[src/rtl/core/integer_to_ascii_formatter_unit_defines.svh]
// Assertion macros used by the formatter top level.
`ifndef INTEGER_TO_ASCII_FORMATTER_UNIT_DEFINES_SVH
`define INTEGER_TO_ASCII_FORMATTER_UNIT_DEFINES_SVH

// same-cycle implication
`define ITOA_ASSERT_NOW(label, clk, rst, ante, cons) \
  label: assert property (@(posedge clk) disable iff (rst) (ante) |-> (cons)) \
    else $error("itoa assertion failed");

// next-cycle implication
`define ITOA_ASSERT_NEXT(label, clk, rst, ante, cons) \
  label: assert property (@(posedge clk) disable iff (rst) (ante) |=> (cons)) \
    else $error("itoa assertion failed");

`endif

[src/rtl/core/itoa_pkg.sv]
// Types, constants and helpers for the integer-to-ASCII formatter.
`default_nettype none
package itoa_pkg;

  localparam int VALUE_W    = 64;
  localparam int CHAR_W     = 7;
  localparam int DIGIT_W    = 4;
  localparam int NUM_CELLS  = 20;
  localparam int HEX_DIGITS = VALUE_W / DIGIT_W;
  localparam int HEX_BASE   = NUM_CELLS - HEX_DIGITS;
  localparam int REMAIN_W   = $clog2(NUM_CELLS + 1);
  localparam int STEP_W     = $clog2(VALUE_W);

  localparam logic [CHAR_W-1:0] CHAR_ZERO  = 7'h30;
  localparam logic [CHAR_W-1:0] CHAR_LOW_A = 7'h61;
  localparam logic [CHAR_W-1:0] CHAR_MINUS = 7'h2d;
  localparam logic [CHAR_W-1:0] CHAR_X     = 7'h78;
  localparam logic [DIGIT_W-1:0] DEC_MAX   = 4'd9;

  localparam logic KIND_DEC = 1'b0;
  localparam logic KIND_HEX = 1'b1;

  typedef struct packed {
    logic               kind;
    logic [VALUE_W-1:0] value;
  } item_t;

  typedef struct packed {
    logic [CHAR_W-1:0] character;
    logic              last;
  } result_t;

  typedef enum logic [1:0] {
    CELL_HOLD,
    CELL_LOAD,
    CELL_DABBLE,
    CELL_SHIFT
  } cell_op_t;

  typedef struct packed {
    cell_op_t op;
  } cell_ctl_t;

  function automatic logic [CHAR_W-1:0] digit_glyph(input logic [DIGIT_W-1:0] d);
    logic [CHAR_W-1:0] g;
    if (d > DEC_MAX) begin
      g = CHAR_LOW_A + {3'b000, d} - 7'd10;
    end else begin
      g = CHAR_ZERO + {3'b000, d};
    end
    return g;
  endfunction

endpackage
`default_nettype wire

[src/rtl/core/integer_to_ascii_formatter_unit.sv]
// Top level of the integer-to-ASCII formatter: control FSM and digit-cell row.
// Usage:
//   req channel (req_valid / req_stall / req) takes one word: kind and a
//   64-bit value. kind 0 prints signed decimal, kind 1 prints "0x" + hex.
//   rsp channel (rsp_valid / rsp_stall / rsp) returns one ASCII character
//   per word, leftmost first, with rsp.last set on the final character.
//   One value is worked on at a time; req_stall is high while busy.
//   Decimal: shift-add-3 through a row of 20 digit cells, then up to 19
//   leading zeros dropped, then one character per cycle while rsp_stall
//   allows (sign first if negative).
//   Hex: nibbles load straight into the cells; "0x", up to 15 leading
//   zeros dropped, then one digit per cycle while rsp_stall allows.
//   The output register holds a character while rsp_stall is high; the FSM
//   waits in its character states meanwhile, nothing is lost. The next
//   value can be accepted once the last character sits in the output
//   register, since the FSM returns to idle as it loads that character.
//   rst (synchronous) returns to idle and drops rsp_valid.
`default_nettype none
`include "integer_to_ascii_formatter_unit_defines.svh"
module integer_to_ascii_formatter_unit import itoa_pkg::*; (
  input  logic    clk,
  input  logic    rst,
  input  logic    req_valid,
  output logic    req_stall,
  input  item_t   req,
  output logic    rsp_valid,
  input  logic    rsp_stall,
  output result_t rsp
);

  typedef enum logic [2:0] {
    S_IDLE,
    S_CONV,
    S_SIGN,
    S_PRE0,
    S_PREX,
    S_SKIP,
    S_EMIT
  } state_t;

  state_t              state;
  logic [VALUE_W-1:0]  mag;
  logic [STEP_W-1:0]   step;
  logic [REMAIN_W-1:0] remain;
  logic                neg;
  logic                kind;

  logic                accept;
  logic                slot_free;
  logic                char_load;
  logic                top_zero;
  cell_ctl_t           ctl;
  logic [DIGIT_W-1:0]  digits     [NUM_CELLS];
  logic                carries    [NUM_CELLS];
  logic [DIGIT_W-1:0]  load_digits[NUM_CELLS];
  logic [DIGIT_W-1:0]  top_digit;

  assign req_stall = (state != S_IDLE);
  assign accept    = req_valid && !req_stall;
  assign slot_free = !rsp_valid || !rsp_stall;
  assign char_load = slot_free && (state inside {S_SIGN, S_PRE0, S_PREX, S_EMIT});
  assign top_digit = digits[NUM_CELLS-1];
  assign top_zero  = (top_digit == '0);

  always_comb begin
    ctl.op = CELL_HOLD;
    case (state)
      S_IDLE: if (accept) ctl.op = CELL_LOAD;
      S_CONV: ctl.op = CELL_DABBLE;
      S_SKIP: if (top_zero && remain > REMAIN_W'(1)) ctl.op = CELL_SHIFT;
      S_EMIT: if (slot_free) ctl.op = CELL_SHIFT;
      default: ctl.op = CELL_HOLD;
    endcase
  end

  for (genvar i = 0; i < NUM_CELLS; i++) begin : g_cell
    if (i >= HEX_BASE) begin : g_hex
      assign load_digits[i] = (req.kind == KIND_HEX) ?
                              req.value[(i-HEX_BASE)*DIGIT_W +: DIGIT_W] : '0;
    end else begin : g_pad
      assign load_digits[i] = '0;
    end

    if (i == 0) begin : g_first
      itoa_digit_cell u_cell (
        .clk       (clk),
        .ctl       (ctl),
        .shift_in  (mag[VALUE_W-1]),
        .digit_in  ('0),
        .load_digit(load_digits[i]),
        .digit     (digits[i]),
        .carry     (carries[i])
      );
    end else begin : g_rest
      itoa_digit_cell u_cell (
        .clk       (clk),
        .ctl       (ctl),
        .shift_in  (carries[i-1]),
        .digit_in  (digits[i-1]),
        .load_digit(load_digits[i]),
        .digit     (digits[i]),
        .carry     (carries[i])
      );
    end
  end

  always_ff @(posedge clk) begin
    if (rst) begin
      state     <= S_IDLE;
      rsp_valid <= 1'b0;
      step      <= '0;
      remain    <= '0;
    end else begin
      if (rsp_valid && !rsp_stall && !char_load) rsp_valid <= 1'b0;
      case (state)
        S_IDLE: begin
          if (accept) begin
            kind <= req.kind;
            neg  <= req.value[VALUE_W-1];
            mag  <= req.value[VALUE_W-1] ? (~req.value + VALUE_W'(1)) : req.value;
            step <= '0;
            if (req.kind == KIND_HEX) begin
              remain <= REMAIN_W'(HEX_DIGITS);
              state  <= S_PRE0;
            end else begin
              remain <= REMAIN_W'(NUM_CELLS);
              state  <= S_CONV;
            end
          end
        end
        S_CONV: begin
          mag  <= {mag[VALUE_W-2:0], 1'b0};
          step <= step + STEP_W'(1);
          if (step == STEP_W'(VALUE_W - 1)) state <= neg ? S_SIGN : S_SKIP;
        end
        S_SIGN: begin
          if (slot_free) begin
            rsp_valid     <= 1'b1;
            rsp.character <= CHAR_MINUS;
            rsp.last      <= 1'b0;
            state         <= S_SKIP;
          end
        end
        S_PRE0: begin
          if (slot_free) begin
            rsp_valid     <= 1'b1;
            rsp.character <= CHAR_ZERO;
            rsp.last      <= 1'b0;
            state         <= S_PREX;
          end
        end
        S_PREX: begin
          if (slot_free) begin
            rsp_valid     <= 1'b1;
            rsp.character <= CHAR_X;
            rsp.last      <= 1'b0;
            state         <= S_SKIP;
          end
        end
        S_SKIP: begin
          if (top_zero && remain > REMAIN_W'(1)) begin
            remain <= remain - REMAIN_W'(1);
          end else begin
            state <= S_EMIT;
          end
        end
        S_EMIT: begin
          if (slot_free) begin
            rsp_valid     <= 1'b1;
            rsp.character <= digit_glyph(top_digit);
            rsp.last      <= (remain == REMAIN_W'(1));
            remain        <= remain - REMAIN_W'(1);
            if (remain == REMAIN_W'(1)) state <= S_IDLE;
          end
        end
        default: state <= S_IDLE;
      endcase
    end
  end

  `ITOA_ASSERT_NEXT(a_accept_leaves_idle, clk, rst, accept, state != S_IDLE)
  `ITOA_ASSERT_NOW(a_remain_nonzero, clk, rst, state != S_IDLE, remain != '0)
  `ITOA_ASSERT_NEXT(a_conv_runs, clk, rst, state == S_CONV && step != STEP_W'(VALUE_W - 1), state == S_CONV)
  `ITOA_ASSERT_NOW(a_dec_digit_range, clk, rst, state == S_EMIT && kind == KIND_DEC, top_digit <= DEC_MAX)

endmodule
`default_nettype wire

[src/rtl/core/itoa_digit_cell.sv]
// One digit cell: shift-add-3 step, digit hand-over and load.
`default_nettype none
module itoa_digit_cell import itoa_pkg::*; (
  input  logic               clk,
  input  cell_ctl_t          ctl,
  input  logic               shift_in,
  input  logic [DIGIT_W-1:0] digit_in,
  input  logic [DIGIT_W-1:0] load_digit,
  output logic [DIGIT_W-1:0] digit,
  output logic               carry
);

  logic [DIGIT_W-1:0] adj;

  always_comb begin
    adj = (digit >= 4'd5) ? (digit + 4'd3) : digit;
  end

  assign carry = adj[DIGIT_W-1];

  always_ff @(posedge clk) begin
    case (ctl.op)
      CELL_LOAD:   digit <= load_digit;
      CELL_DABBLE: digit <= {adj[DIGIT_W-2:0], shift_in};
      CELL_SHIFT:  digit <= digit_in;
      default:     digit <= digit;
    endcase
  end

endmodule
`default_nettype wire
[config.mk]
export PLATFORM = sky130hd
export DESIGN_NAME = integer_to_ascii_formatter_unit
export DESIGN_NICKNAME = d
export VERILOG_FILES = /design/src/rtl/core/itoa_pkg.sv /design/src/rtl/core/integer_to_ascii_formatter_unit.sv /design/src/rtl/core/itoa_digit_cell.sv
export VERILOG_INCLUDE_DIRS = /design/src /design/src/rtl/core
export SDC_FILE = /design/constraint.sdc
export NUM_CORES = 1
export LEC_CHECK = 0
export BUFFER_PORTS_ARGS = -buffer_cell sky130_fd_sc_hd__buf_4
export CAP_MARGIN = 20
export CORE_MARGIN = 8
export CORE_UTILIZATION = 40
export DETAILED_ROUTE_END_ITERATION = 6
export PLACE_DENSITY = 0.68
export SYNTH_ARGS = -nofsm -noshare
export SYNTH_HDL_FRONTEND = slang
export SYNTH_SLANG_ARGS = --single-unit
export TNS_END_PERCENT = 5
[constraint.sdc]
create_clock -name clk -period 12 [get_ports clk]
set_input_delay 2.4 -clock clk [delete_from_list [all_inputs] [get_ports clk]]
set_output_delay 2.4 -clock clk [all_outputs]
set_load 0.02 [all_outputs]
Word-level counts from Yosys, hierarchy flattened
Index checks and enable logic that the tools add are counted.
Widths: inputs -> output; s select.
{ "totals": {"wordCells": 215, "ff_bits": 168} }
{ "op_classes": {"eq_ne": 21, "mux": 89, "reduce_logical": 27, "bitwise_logic": 2, "order_cmp": 22, "n_addsub": 26} }
{ "ops": {"columns": ["operator", "n"], "rows": [
  ["$pmux 4 s3", 19],
  ["$mux 4", 35],
  ["$mux 64", 2],
  ["$pmux 64 s2", 1],
  ["$ge 4x3->1 const B", 20],
  ["$add 4x2->4 const B", 19],
  ["$add 64x1->64 const B", 1],
  ["$not 64->64", 1],
  ["$mux 8", 4],
  ["$pmux 8 s4", 1],
  ["$mux 3", 10],
  ["$pmux 3 s6", 1],
  ["$ne 2x2->1 const B", 8],
  ["$mux 5", 3],
  ["$pmux 5 s3", 1],
  ["$pmux 6 s2", 1],
  ["$eq 3x3->1 const B", 3],
  ["$reduce_bool 3->1", 3],
  ["$pmux 2 s4", 1],
  ["$pmux 4 s2", 1],
  ["$add 6x4->7 const A", 1],
  ["$add 6x5->7 const A", 1],
  ["$mux 7", 1],
  ["$reduce_and 7->1", 1],
  ["30 further kinds", 48]
]} }

Depth between registers and ports, before layout
{ "logic_depth": {"ltp_word": 8, "mapped_depth": 10, "mapped_depth_nobuf": 8} }

Hierarchy
From an unflattened synthesis, not the netlist that was laid out.
{ "hier_totals": {"cells_unflattened": 1371, "hier_area_um2": 12299.3} }
{ "by_module_without_submodules": {"columns": ["mod", "n_inst", "cells_each", "area_per_inst_um2"], "rows": [
  ["itoa_digit_cell (g_cell[0].g_first.u_cell ...)", 19, 36, 324.1],
  ["integer_to_ascii_formatter_unit", 1, 651, 5820.6],
  ["itoa_digit_cell (g_cell[9].g_rest.u_cell)", 1, 36, 321.6]
]} }

Worst setup path before layout
Ideal clock, no wire load.
{ "synth_timing": {"path_type": "input port to flip-flop", "start": "input port req_valid", "end": "register mag[0], enable pin", "arrival_time_ps": 5540, "path_buffers": 0, "stages": 4, "setup_ps": 486, "setup_slack_ps": 5974, "cell_sequence": "nor2b_1 and2_1 nor2_1 nor2_1"} }
{ "synth_between": {"elab_chain_len": 3} }
{ "synth_lines": {"columns": ["element", "line_no", "rtl"], "rows": [
  ["start, declared", "integer_to_ascii_formatter_unit.sv:23", "input logic req_valid,"],
  ["$logic_and 1x1->1", "integer_to_ascii_formatter_unit.sv:59", "assign accept = req_valid && !req_stall;"],
  ["$ne 2x2->1 (no line)", null, null],
  ["$reduce_and 3->1 (no line)", null, null],
  ["end signal, assigned", "integer_to_ascii_formatter_unit.sv:120", "mag <= req.value[VALUE_W-1] ? (~req.value + VALUE_W'(1)) : req.value;"],
  ["end signal, assigned", "integer_to_ascii_formatter_unit.sv:132", "mag <= {mag[VALUE_W-2:0], 1'b0};"],
  ["end, declared", "integer_to_ascii_formatter_unit.sv:42", "logic [VALUE_W-1:0] mag;"]
]} }
No other way between the ends.
A chain may end at the register's enable or synchronous reset.

Worst setup path after layout
{ "layout_timing": {"start": "input port rsp_stall", "end": "register g_cell[7].g_rest.u_cell.digit[3], enable pin"} }
{ "layout_between": {"elab_chain_len": 6, "word_cells_on_any_way": 8} }
{ "layout_lines": {"columns": ["element", "line_no", "rtl"], "rows": [
  ["start, declared", "integer_to_ascii_formatter_unit.sv:27", "input logic rsp_stall,"],
  ["$logic_not 1->1 (*)", "integer_to_ascii_formatter_unit.sv:60", "assign slot_free = !rsp_valid || !rsp_stall;"],
  ["$logic_or 1x1->1 (*)", "integer_to_ascii_formatter_unit.sv:60", null],
  ["$mux 2 (*)", "integer_to_ascii_formatter_unit.sv:71", "S_EMIT: if (slot_free) ctl.op = CELL_SHIFT;"],
  ["$pmux 2 s4 (*)", "integer_to_ascii_formatter_unit.sv:67", "case (state)"],
  ["$eq 2x1->1 / $eq 2x2->1 (equally long branches)", "itoa_digit_cell.sv:22", "case (ctl.op)"],
  ["$reduce_bool 3->1 (no line) (*)", null, null],
  ["end signal, assigned", "itoa_digit_cell.sv:23", "CELL_LOAD: digit <= load_digit;"],
  ["end signal, assigned", "itoa_digit_cell.sv:24", "CELL_DABBLE: digit <= {adj[DIGIT_W-2:0], shift_in};"],
  ["end signal, assigned", "itoa_digit_cell.sv:25", "CELL_SHIFT: digit <= digit_in;"],
  ["end, declared", "itoa_digit_cell.sv:9", "output logic [DIGIT_W-1:0] digit,"]
]} }
Mark *: on every way between the ends. The rest lies on a longest branch, timed or not.

==> results.sh <==
export IMPL_synth_async_reset_ratio_pct=0
export IMPL_fin_tns_setup_ns=0
export IMPL_cts_max_level=4
export IMPL_hp_class="flop to flop"
export IMPL_cts_resized=0
export IMPL_syn_area_sq_mm=0.0107
export IMPL_fin_crit_sh_pct=39.8
export IMPL_grt_total_usage_pct=16.5
export IMPL_required_ns=12.06
export IMPL_hp_start="step[3]"
export IMPL_fin_worst_skew_ns=0.0107
export IMPL_cts_tree="yes"
export IMPL_worstSetupPathType="primary input to flop"
export IMPL_synth_commonest_cells="153 x edfxtp_1, 144 x nor2_1, 115 x nand2_1, 113 x a21oi_1, 94 x o21ai_0"
export IMPL_slowest_delay_ns=0.73
export IMPL_dr_pass1_iters=5
export IMPL_die_h_um=180
export IMPL_grt_max_degree=90
export IMPL_finalMaxSlewViolations=0
export IMPL_pin_count=79
export IMPL_worst_slew_pin_slew_ns=0.979
export IMPL_maxCapViolCount=0
export IMPL_post_synth_top_area_fraction_pct=42.9
export IMPL_yosys_cell_types_count=62
export IMPL_start_util_pct=40.2
export IMPL_num_nets_final=1295
export IMPL_cp_arrival_ns=4.84
export IMPL_clkTransAtPathRegs_ns=0.06
export IMPL_final_cell_area_sq_mm=0.0122
export IMPL_cp_max_fo=85
export IMPL_drive_gt1_share_pct=11.1
export IMPL_ys_top_cells_by_area="edfxtp_1 43%, a221o_1 5.9%, a21oi_1 5.3%, ha_1 5.1%, nor2_1 5.0%"
export IMPL_clk_latency_ns=0.43
export IMPL_vdd_drop_max_uv=139
export IMPL_hold_ws_ns=0.492
export IMPL_wl_per_cell_um=17.6
export IMPL_grt_overflow=0
export IMPL_dp_hpwl_um=18300
export IMPL_vias_per_cell=5.72
export IMPL_crit_top_cell="buf_4"
export IMPL_path_cells="buf_4 -> nand2_1 -> a22o_2 -> buf_4 -> nand2b_4 -> buf_4"
export IMPL_synth_top_cell_by_area="edfxtp_1"
export IMPL_setup_viol_count_final=0
export IMPL_fmax_mhz=209
export IMPL_dpl_cell_area_sq_mm=0.0116
export IMPL_routed_wl_um=27000
export IMPL_drcViolationCount=0
export IMPL_leakage_nw=4.36
export IMPL_core_sq_mm=0.0267
export IMPL_grt_first_pass_wirelength_um=44100
export IMPL_synth_edf_count=153
export IMPL_yosysSeqAreaShare_pct=45.7
export IMPL_synth_most_common_cell="edfxtp_1"
export IMPL_hold_viol_final=0
export IMPL_rsz0062_at_grt="false"
export IMPL_grt_pass1_vias=8494
export IMPL_rows=60
export IMPL_port_buffers=78
export IMPL_synth_flop_cell="edfxtp_1"
export IMPL_netlist_instances=1137
export IMPL_post_cts_buffers=0
export IMPL_root_buffer="clkbuf_16"
export IMPL_num_antenna_cells=0
export IMPL_crit_start="rsp_stall"
export IMPL_synth_seq_cells=168
export IMPL_antenna_found_initial=0
export IMPL_cts_sinks=168
export IMPL_critPathCaptureType="flop"
export IMPL_cts_buffer_depth=2
export IMPL_slowest_stage="buf_4"
export IMPL_area_growth_pct=13.8
export IMPL_antenna_left=0
export IMPL_final_util_pct=45.8
export IMPL_outcome="finished clean"
export IMPL_r2r_start="g_cell[19].g_rest.u_cell.digit[0]"
export IMPL_die_area_sq_mm=0.0323
export IMPL_powerDensity_mw_per_mm2=253
export IMPL_synth_area_per_cell_sq_um=9.43
export IMPL_cts_hold_buf=0
export IMPL_relSlewSlack_pct=34.7
export IMPL_syn_num_nets=1250
export IMPL_drt_iter0_drc=776
export IMPL_die_w_um=180
export IMPL_vias=8789
export IMPL_power_total_mw=3.08
export IMPL_yosys_warnings=0
export IMPL_fin_crit_ns=4.78
export IMPL_startpoint_type="primary input"
export IMPL_place_ws_ns=6.79
export IMPL_placed_cells=1503
export IMPL_gp_congestion=0.783
export IMPL_cts_made_buffers=17
export IMPL_finalNonFillerCells=1536
export IMPL_fin_ws_ns=7.22
path summary, 6_finish.rpt:
path / to / cells past startpoint / slack [ns]
max: g_cell[7].g_rest.u_cell.digit[3] / 6 / 7.22
min reg2reg: step[3] / 1 / 0.49
min: step[3] / 1 / 0.49
max reg2reg: g_cell[7].g_rest.u_cell.digit[3] / 8 / 8.15
cell families (layout without fill, tap and decap cells):
family | count (synthesis) | after routing | share of synthesized area (%)
AND/OR/NAND/NOR | 395 | 395 | 17.7
AO/OA/AOI/OAI | 331 | 331 | 20.3
flip-flops | 168 | 168 | 45.7
buffers and inverters | 112 | 170 | 3.99
XOR/XNOR | 81 | 81 | 6.62
adder cells (fa/ha/maj) | 44 | 44 | 5.14
multiplexers | 6 | 6 | 0.584
registers in the layout (all words and copies together) (netlist names):
| register | flops |
|---|---|
| g_cell.g_first.u_cell.digit | 4 |
| g_cell.g_rest.u_cell.digit | 76 |
| mag | 64 |
| neg | 1 |
| remain | 5 |
| rsp | 8 |
| rsp_valid | 1 |
| state | 3 |
| step | 6 |
where the power goes:
group	switching [mW]	internal (mW)
sequential	0.220	1.03
clock	0.232	0.347
combinational	0.767	0.488
cell type report:
cell class              instances  area, sq um
fillers                      2493        14500
multi-input cells             857         5430
flip-flops and latches        168         4890
repair buffers                 85          636
clock buffers                  19          433
well taps                     341          427
inverters                      53          199
clock inverters                13          179
layout by cell type, fill, tap and decap left out, drive strengths merged, types with 5 or more instances in the layout:
cell type	netlist	layout
clkinv	0	5
or3	14	14
buf	5	85
a21oi	113	113
nor4	14	14
o41ai	14	14
a221o	63	63
xnor2	30	30
nor2	144	144
or2	5	5
nor3b	22	22
dfxtp	15	15
nor3	10	10
inv	53	53
nand3	14	14
or4	12	12
nand2	115	115
o21ai	96	96
edfxtp	153	153
o31ai	18	18
xor2	51	51
nand2b	26	26
clkbuf	54	19
ha	44	44
critical path, delay by kind of cell:
family | cells | cell delay (ns)
buffers and inverters | 3 | 1.51
AND/OR/NAND/NOR | 2 | 0.69
AO/OA/AOI/OAI | 1 | 0.16
layer usage:
| layer | track usage, % | vias up | routed length [um] |
|---|---|---|---|
| li1 | - | 4278 | - |
| met1 | 22.0 | 4215 | 12400 |
| met2 | 26.4 | 258 | 12500 |
| met3 | 2.80 | 38 | 1450 |
| met4 | 6.10 | 0 | 647 |
| met5 | 0 | - | 0 |
No activity file was read; power rests on OpenSTA's default activity.
